File: config.mk
export PLATFORM = sky130hd
export DESIGN_NAME = linear_priority_perceptron
export DESIGN_NICKNAME = d
export VERILOG_FILES = /design/src/rtl/lpp_pkg.sv /design/src/rtl/lpp_lane.sv /design/src/rtl/lpp_merge.sv /design/src/rtl/linear_priority_perceptron.sv
export SDC_FILE = /design/constraint.sdc
export NUM_CORES = 2
export LEC_CHECK = 0
export CAP_MARGIN = 5
export CORE_UTILIZATION = 50
export DETAILED_ROUTE_END_ITERATION = 6
export DONT_BUFFER_PORTS = 1
export GPL_TIMING_DRIVEN = 0
export PLACE_DENSITY_LB_ADDON = 0.05
export REMOVE_ABC_BUFFERS = 1
export SLEW_MARGIN = 10
export SYNTH_ARGS = -nofsm -noshare
export SYNTH_HDL_FRONTEND = slang
export SYNTH_SLANG_ARGS = --single-unit
File: constraint.sdc
create_clock -name clk -period 22.2 [get_ports clk]
set_clock_uncertainty 0.1 [all_clocks]
set_input_delay 2.22 -clock clk [delete_from_list [all_inputs] [get_ports clk]]
set_output_delay 2.22 -clock clk [all_outputs]
set_load 0.01 [all_outputs]
File: src/rtl/lpp_pkg.sv
`timescale 1ns / 1ps

package lpp_pkg;

  // Fixed widths of the datapath and of the item fields
  localparam int WORD_W       = 32;
  localparam int PROD_W       = 2 * WORD_W;
  localparam int NUM_FEATURES = 4;
  localparam int LR_W         = 17;
  localparam int FEAT_W       = 15;
  localparam int NICE_W       = 6;
  localparam int BAND_W       = 3;

  typedef logic signed [WORD_W-1:0] word_t;

  // Request sequencer
  typedef enum logic [2:0] {
    S_IDLE,   // waiting for a request word
    S_MUL,    // lanes form w_i * x_i
    S_SUM,    // merge adds bias and lane products
    S_BAND,   // clamp score, hand band to output register
    S_STEP,   // lane 0 forms lr * error
    S_UPD,    // lanes form step * x_i
    S_APPLY   // weights and bias take the step
  } lpp_state_t;

endpackage

File: src/rtl/lpp_lane.sv
`timescale 1ns / 1ps

// One multiply lane: registered signed product, then fixed-point rescale.
module lpp_lane import lpp_pkg::*; #(
  parameter int FRAC_BITS = 16
) (
  input  logic  clk,
  input  logic  load,
  input  word_t op_a,
  input  word_t op_b,
  output word_t result
);

  logic signed [PROD_W-1:0] prod;
  logic signed [PROD_W-1:0] prod_shifted;

  // full 64-bit product, captured when the sequencer asks
  always_ff @(posedge clk) begin
    if (load) begin
      prod <= op_a * op_b;
    end
  end

  // arithmetic shift back to the word's scale, wraps at 32 bits
  assign prod_shifted = prod >>> FRAC_BITS;
  assign result       = prod_shifted[WORD_W-1:0];

endmodule

File: src/rtl/lpp_merge.sv
`timescale 1ns / 1ps

// Merge stage: bias plus all lane products, then floor and clamp to a band.
module lpp_merge import lpp_pkg::*; #(
  parameter int NUM_BANDS = 8,
  parameter int FRAC_BITS = 16,
  localparam int PRED_W   = (NUM_BANDS > 2) ? $clog2(NUM_BANDS) : 1
) (
  input  logic              clk,
  input  logic              load,
  input  word_t             bias,
  input  word_t             lane_result [NUM_FEATURES],
  output logic [PRED_W-1:0] pred
);

  localparam logic [WORD_W-1:0] TOP_BAND = WORD_W'(NUM_BANDS - 1);

  logic [WORD_W-1:0] acc;
  logic [WORD_W-1:0] acc_next;
  logic [WORD_W-1:0] whole;

  // wrapping sum of bias and lane products
  always_comb begin
    acc_next = bias;
    for (int i = 0; i < NUM_FEATURES; i++) begin
      acc_next = acc_next + lane_result[i];
    end
  end

  always_ff @(posedge clk) begin
    if (load) begin
      acc <= acc_next;
    end
  end

  // negative score clamps to band zero; large score saturates at top band
  assign whole = acc >> FRAC_BITS;

  always_comb begin
    if (acc[WORD_W-1]) begin
      pred = '0;
    end else if (whole >= TOP_BAND) begin
      pred = TOP_BAND[PRED_W-1:0];
    end else begin
      pred = whole[PRED_W-1:0];
    end
  end

endmodule

File: src/rtl/linear_priority_perceptron.sv
`timescale 1ns / 1ps

// Linear priority perceptron. Each request word carries four task features
// and a mode; four multiply lanes weight the features in parallel and a merge
// stage adds the bias and clamps the floored Q(FRAC_BITS) score to a band.
// A scoring request steps through accept, multiply, sum and clamp before the
// next acceptance; an update request adds the lr * error multiply on lane 0,
// the step * feature multiplies on all lanes and the weight/bias write. The
// clamp step waits for a free output register. The band waits in an
// output register, so a new request is taken while an earlier band is still
// stalled. Learning rate writes go through cfg_valid/cfg_data and are always
// ready; write only while idle.
module linear_priority_perceptron import lpp_pkg::*; #(
  parameter int NUM_BANDS = 8,
  parameter int FRAC_BITS = 16
) (
  input  logic                     clk,
  input  logic                     rst,
  // request channel
  input  logic                     in_valid,
  output logic                     in_stall,
  input  logic                     mode,
  input  logic [FEAT_W-1:0]        burst_avg,
  input  logic [FEAT_W-1:0]        io_wait,
  input  logic [FEAT_W-1:0]        age,
  input  logic signed [NICE_W-1:0] niceness,
  input  logic [BAND_W-1:0]        target_band,
  // result channel
  output logic                     out_valid,
  input  logic                     out_stall,
  output logic [BAND_W-1:0]        band,
  // learning rate write
  input  logic                     cfg_valid,
  output logic                     cfg_ready,
  input  logic [LR_W-1:0]          cfg_data
);

  localparam int PRED_W = (NUM_BANDS > 2) ? $clog2(NUM_BANDS) : 1;

  // reset values scale with the fraction width
  localparam logic [WORD_W-1:0] ONE_UNIT = WORD_W'(1) << FRAC_BITS;
  localparam word_t W_RESET [NUM_FEATURES] = '{
    word_t'(ONE_UNIT / 64),
    word_t'(WORD_W'(0) - ONE_UNIT / 96),
    word_t'(WORD_W'(0) - ONE_UNIT / 128),
    word_t'(ONE_UNIT / 8)
  };
  localparam word_t BIAS_RESET = word_t'(ONE_UNIT * 2);
  localparam logic [LR_W-1:0] LR_RESET = LR_W'(ONE_UNIT / 256);

  lpp_state_t state;
  lpp_state_t state_next;

  word_t             weight [NUM_FEATURES];
  word_t             bias;
  logic [LR_W-1:0]   lrate;
  word_t             feat [NUM_FEATURES];
  logic              mode_q;
  logic [BAND_W-1:0] obs_q;
  logic [PRED_W-1:0] pred_q;
  word_t             step_q;

  logic              lane_load;
  logic              merge_load;
  logic              out_load;
  logic              out_free;
  logic              in_take;
  word_t             lane_a [NUM_FEATURES];
  word_t             lane_b [NUM_FEATURES];
  word_t             lane_result [NUM_FEATURES];
  logic [PRED_W-1:0] pred;
  logic [WORD_W-1:0] pred_w;
  logic [WORD_W-1:0] err;

  assign cfg_ready = 1'b1;
  assign out_free  = !out_valid || !out_stall;
  assign in_take   = in_valid && !in_stall;

  // sequencer: next state
  always_comb begin
    state_next = state;
    unique case (state)
      S_IDLE:  if (in_valid) state_next = S_MUL;
      S_MUL:   state_next = S_SUM;
      S_SUM:   state_next = S_BAND;
      S_BAND: begin
        if (out_free) state_next = mode_q ? S_STEP : S_IDLE;
      end
      S_STEP:  state_next = S_UPD;
      S_UPD:   state_next = S_APPLY;
      S_APPLY: state_next = S_IDLE;
      default: state_next = S_IDLE;
    endcase
  end

  // sequencer: outputs
  always_comb begin
    in_stall   = 1'b1;
    lane_load  = 1'b0;
    merge_load = 1'b0;
    out_load   = 1'b0;
    unique case (state)
      S_IDLE:  in_stall = 1'b0;
      S_MUL:   lane_load = 1'b1;
      S_SUM:   merge_load = 1'b1;
      S_BAND:  out_load = out_free;
      S_STEP:  lane_load = 1'b1;
      S_UPD:   lane_load = 1'b1;
      S_APPLY: ;
      default: ;
    endcase
  end

  always_ff @(posedge clk) begin
    if (rst) begin
      state <= S_IDLE;
    end else begin
      state <= state_next;
    end
  end

  // latch request word, features pre-shifted to the fixed-point scale
  always_ff @(posedge clk) begin
    if (in_take) begin
      mode_q  <= mode;
      obs_q   <= target_band;
      feat[0] <= word_t'(WORD_W'(burst_avg) << FRAC_BITS);
      feat[1] <= word_t'(WORD_W'(io_wait) << FRAC_BITS);
      feat[2] <= word_t'(WORD_W'(age) << FRAC_BITS);
      feat[3] <= word_t'(WORD_W'(niceness) << FRAC_BITS);
    end
  end

  // band error scaled to a fixed-point word, wraps at 32 bits
  assign err = (WORD_W'(obs_q) - WORD_W'(pred_q)) << FRAC_BITS;

  // lane operand select per phase
  always_comb begin
    for (int i = 0; i < NUM_FEATURES; i++) begin
      lane_a[i] = weight[i];
      lane_b[i] = feat[i];
      if (state == S_UPD) begin
        lane_a[i] = lane_result[0];
      end
    end
    if (state == S_STEP) begin
      lane_a[0] = word_t'(WORD_W'(lrate));
      lane_b[0] = word_t'(err);
    end
  end

  for (genvar g = 0; g < NUM_FEATURES; g++) begin : g_lane
    lpp_lane #(
      .FRAC_BITS(FRAC_BITS)
    ) u_lane (
      .clk    (clk),
      .load   (lane_load),
      .op_a   (lane_a[g]),
      .op_b   (lane_b[g]),
      .result (lane_result[g])
    );
  end

  lpp_merge #(
    .NUM_BANDS(NUM_BANDS),
    .FRAC_BITS(FRAC_BITS)
  ) u_merge (
    .clk         (clk),
    .load        (merge_load),
    .bias        (bias),
    .lane_result (lane_result),
    .pred        (pred)
  );

  // keep predicted band for the error, keep step for the bias
  always_ff @(posedge clk) begin
    if (state == S_BAND) begin
      pred_q <= pred;
    end
    if (state == S_UPD) begin
      step_q <= lane_result[0];
    end
  end

  // model state and learning rate
  always_ff @(posedge clk) begin
    if (rst) begin
      for (int i = 0; i < NUM_FEATURES; i++) begin
        weight[i] <= W_RESET[i];
      end
      bias  <= BIAS_RESET;
      lrate <= LR_RESET;
    end else begin
      if (cfg_valid && cfg_ready) begin
        lrate <= cfg_data;
      end
      if (state == S_APPLY) begin
        for (int i = 0; i < NUM_FEATURES; i++) begin
          weight[i] <= weight[i] + lane_result[i];
        end
        bias <= bias + step_q;
      end
    end
  end

  // output register
  assign pred_w = WORD_W'(pred);

  always_ff @(posedge clk) begin
    if (rst) begin
      out_valid <= 1'b0;
    end else if (out_load) begin
      out_valid <= 1'b1;
    end else if (!out_stall) begin
      out_valid <= 1'b0;
    end
  end

  always_ff @(posedge clk) begin
    if (out_load) begin
      band <= pred_w[BAND_W-1:0];
    end
  end

  // a taken request always starts with the lane multiply
  a_take_to_mul: assert property (@(posedge clk) disable iff (rst)
    in_take |=> state == S_MUL)
    else $error("accepted request did not enter multiply phase");

  // clamp phase with a free output register produces a band word
  a_band_emitted: assert property (@(posedge clk) disable iff (rst)
    state == S_BAND && out_free |=> out_valid)
    else $error("band not presented after clamp phase");

  // model state only moves in the apply phase
  a_bias_hold: assert property (@(posedge clk) disable iff (rst)
    state != S_APPLY |=> $stable(bias) && $stable(weight[0]))
    else $error("model state changed outside apply phase");

  // a scoring request never enters the update phases
  a_score_only: assert property (@(posedge clk) disable iff (rst)
    state == S_BAND && out_free && !mode_q |=> state == S_IDLE)
    else $error("scoring request went on to update");

endmodule
==> reports/metrics.yaml <==
sta:
  setup_viol: 0
  finalCritPeriodShare: 0.495
  hold_viol_final: 0
  period_needed_ns: 10.98
  slew_violations: 0
  worst_slew_pin_slew_ns: 1.34
  fin_setup_tns_ns: 0
  grt_setup_unrepaired: "no"
  max_slew_margin: 0.103
  fmax_mhz: 91.0
clock_tree:
  h-tree-depth: 2
  insertion_delay_ns: 0.70
  cts_buffer_depth: 3
  cts_made_buffers: 53
  clock_sinks: 418
  cts_resized: 0
  cts_tree: "built"
  post_cts_buffers: 0
  ctsHoldBuffers: 0
  ctsRootBufferMaster: "clkbuf_16"
  clk_pin_slew_worst_paths_ns: 0.06
logic_synthesis:
  ys.flop_type: "edfxtp_1"
  yosysTopAreaCell: "fa_1"
  synth.area.top_cells: "fa_1 34%, ha_1 16%, edfxtp_1 15%"
  synth-seq-cells: 418
  synthTopCellsByCount: "1,368 x inv_1, 1,256 x fa_1, 1,037 x nand2_1"
  seq_area_frac_synth: 0.164
  netlist_instances: 7600
  yosysWarnings: 0
  ys_types: 83
  synth.most_common_cell: "inv_1"
  synth_edf_count: 365
  syn_area_per_cell_um2: 9.62
  synth_area_mm2: 0.0731
  synth_top_area_share: 0.344
  async_reset_ff_frac: 0
worst_setup_path:
  arrival_ns: 11.31
  r2r_cells: 31
  critPathSlowestCell: "inv_1"
  critical-path-max-stage-delay_ns: 1.11
  worstPathMaxFanout: 23
  start_kind: "flop"
  end_kind: "flop"
  critPathKind: "flop to flop"
  cp.required_ns: 22.52
  cpMostUsedCell: "fa_1"
detailed_routing:
  post_drt_via_cell_ratio: 5.48
  route.detailed.drc: 0
  ant_nets: 0
  vias: 51500
  drt_iter0_drc: 3652
  drtPass1Iterations: 5
  wl_um: 202000
  wl_per_cell_um: 21.5
floorplanning:
  die_x_um: 384
  fp.coreArea_mm2: 0.144
  io-pin-count: 83
  dieArea_mm2: 0.148
  rows: 139
  start_util: 0.507
  die_h_um: 384
outcome:
  status: "finished clean"
worst_hold_path:
  holdPathStages: 2
  hp-class: "flop to flop"
global_route:
  gr-total-overflow: 0
  antenna_found_initial: 12
  track_usage: 0.283
  grt_pass1_vias: 54700
  grt_pass1_wl_um: 318000
  grt_max_degree: 83
place:
  place.gp.congestion: 0.932
  hpwl_um: 165000
  port_buffers: 0
final_layout:
  fin_nets: 9706
  area_growth_pct: 5.63
  layout-drive-gt1-share: 0.0250
  nFillCells: 13400
run:
  max_cap_viol_count: 0
## cells in the final DEF (no fill, tap or decap), drive strengths merged, types with 23 or more instances in the layout
cell / n
dfxtp: 53
a21boi: 23
o21ai: 133
nor2b: 148
and3: 25
a21o: 122
xor2: 86
xnor2: 263
a211oi: 39
nor3: 61
nor2: 464
and2: 316
inv: 1377
clkbuf: 64
fa: 1256
o21a: 45
o21bai: 29
a21oi: 295
buf: 36
nand3: 45
nand2b: 62
nand2: 1038
edfxtp: 365
ha: 911
## logic make-up after synthesis
logic type	share of synthesized area
flops	0.164
mux	0.00248
simple gates	0.140
other cells	0.0000513
compound gates	0.0697
fa+ha+maj	0.500
buf+inv	0.0822
xor+xnor	0.0418
## cell type report
cell class	instances	area [um2]	share of cell area
diodes	1	2.50	0.0000324
clock buffers	62	1420	0.0184
clock inverters	38	395	0.00512
inverters	1369	5150	0.0666
multi-input cells	5582	55200	0.714
flip-flops and latches	418	12000	0.156
well taps	1903	2380	0.0308
repair buffers	38	699	0.00905
## per-layer routing
metal,wire (um),track usage
met2,97000,0.477
met3,10400,0.0307
met1,88100,0.387
met5,45,0
met4,6480,0.0778
## worst paths after layout
kind / slack (ns) / to / from
hold reg to reg: 0.39 / state[2] / mode_q
hold / removal: 0.39 / state[2] / mode_q
setup / recovery: 11.22 / g_lane[0].u_lane.prod[47] / state[1]
setup reg to reg: 11.22 / g_lane[0].u_lane.prod[47] / state[1]
## critical path, delay by kind of cell, from the launching register on
family | cells | cell delay, ns
xor gates and xnor gates | 1 | 0.14
and+or+nand+nor | 5 | 2.20
DFF | 1 | 0.44
adders and majority gates | 9 | 3.70
AOI/OAI and AO/OA | 10 | 2.51
buffers and inverters | 6 | 1.58
## registers in the layout, indices dropped and copies added, names as in the netlist
name and flops:
mode_q 1, bias 32, state 3, step_q 32, lrate 17, band 3, pred_q 3, out_valid 1
feat 51, weight 128, u_merge.acc 16, obs_q 3, g_lane.u_lane.prod 128
## per-stage QoR
step	instances	area, um2	hold WS [ns]	utilization	setup WS (ns)
floorplan	7369	72300	0.350	-	10.58
global placement	9272	74600	0.364	0.517	6.21
detailed placement	9304	75300	0.367	0.522	11.28
CTS	9404	77100	0.383	0.534	11.25
global route	9410	77300	0.421	0.535	10.57
finish	9411	77300	0.387	0.535	11.22
Power is not shown: default switching activity piles up to over one toggle a cycle in this logic, so the estimate is an artifact.
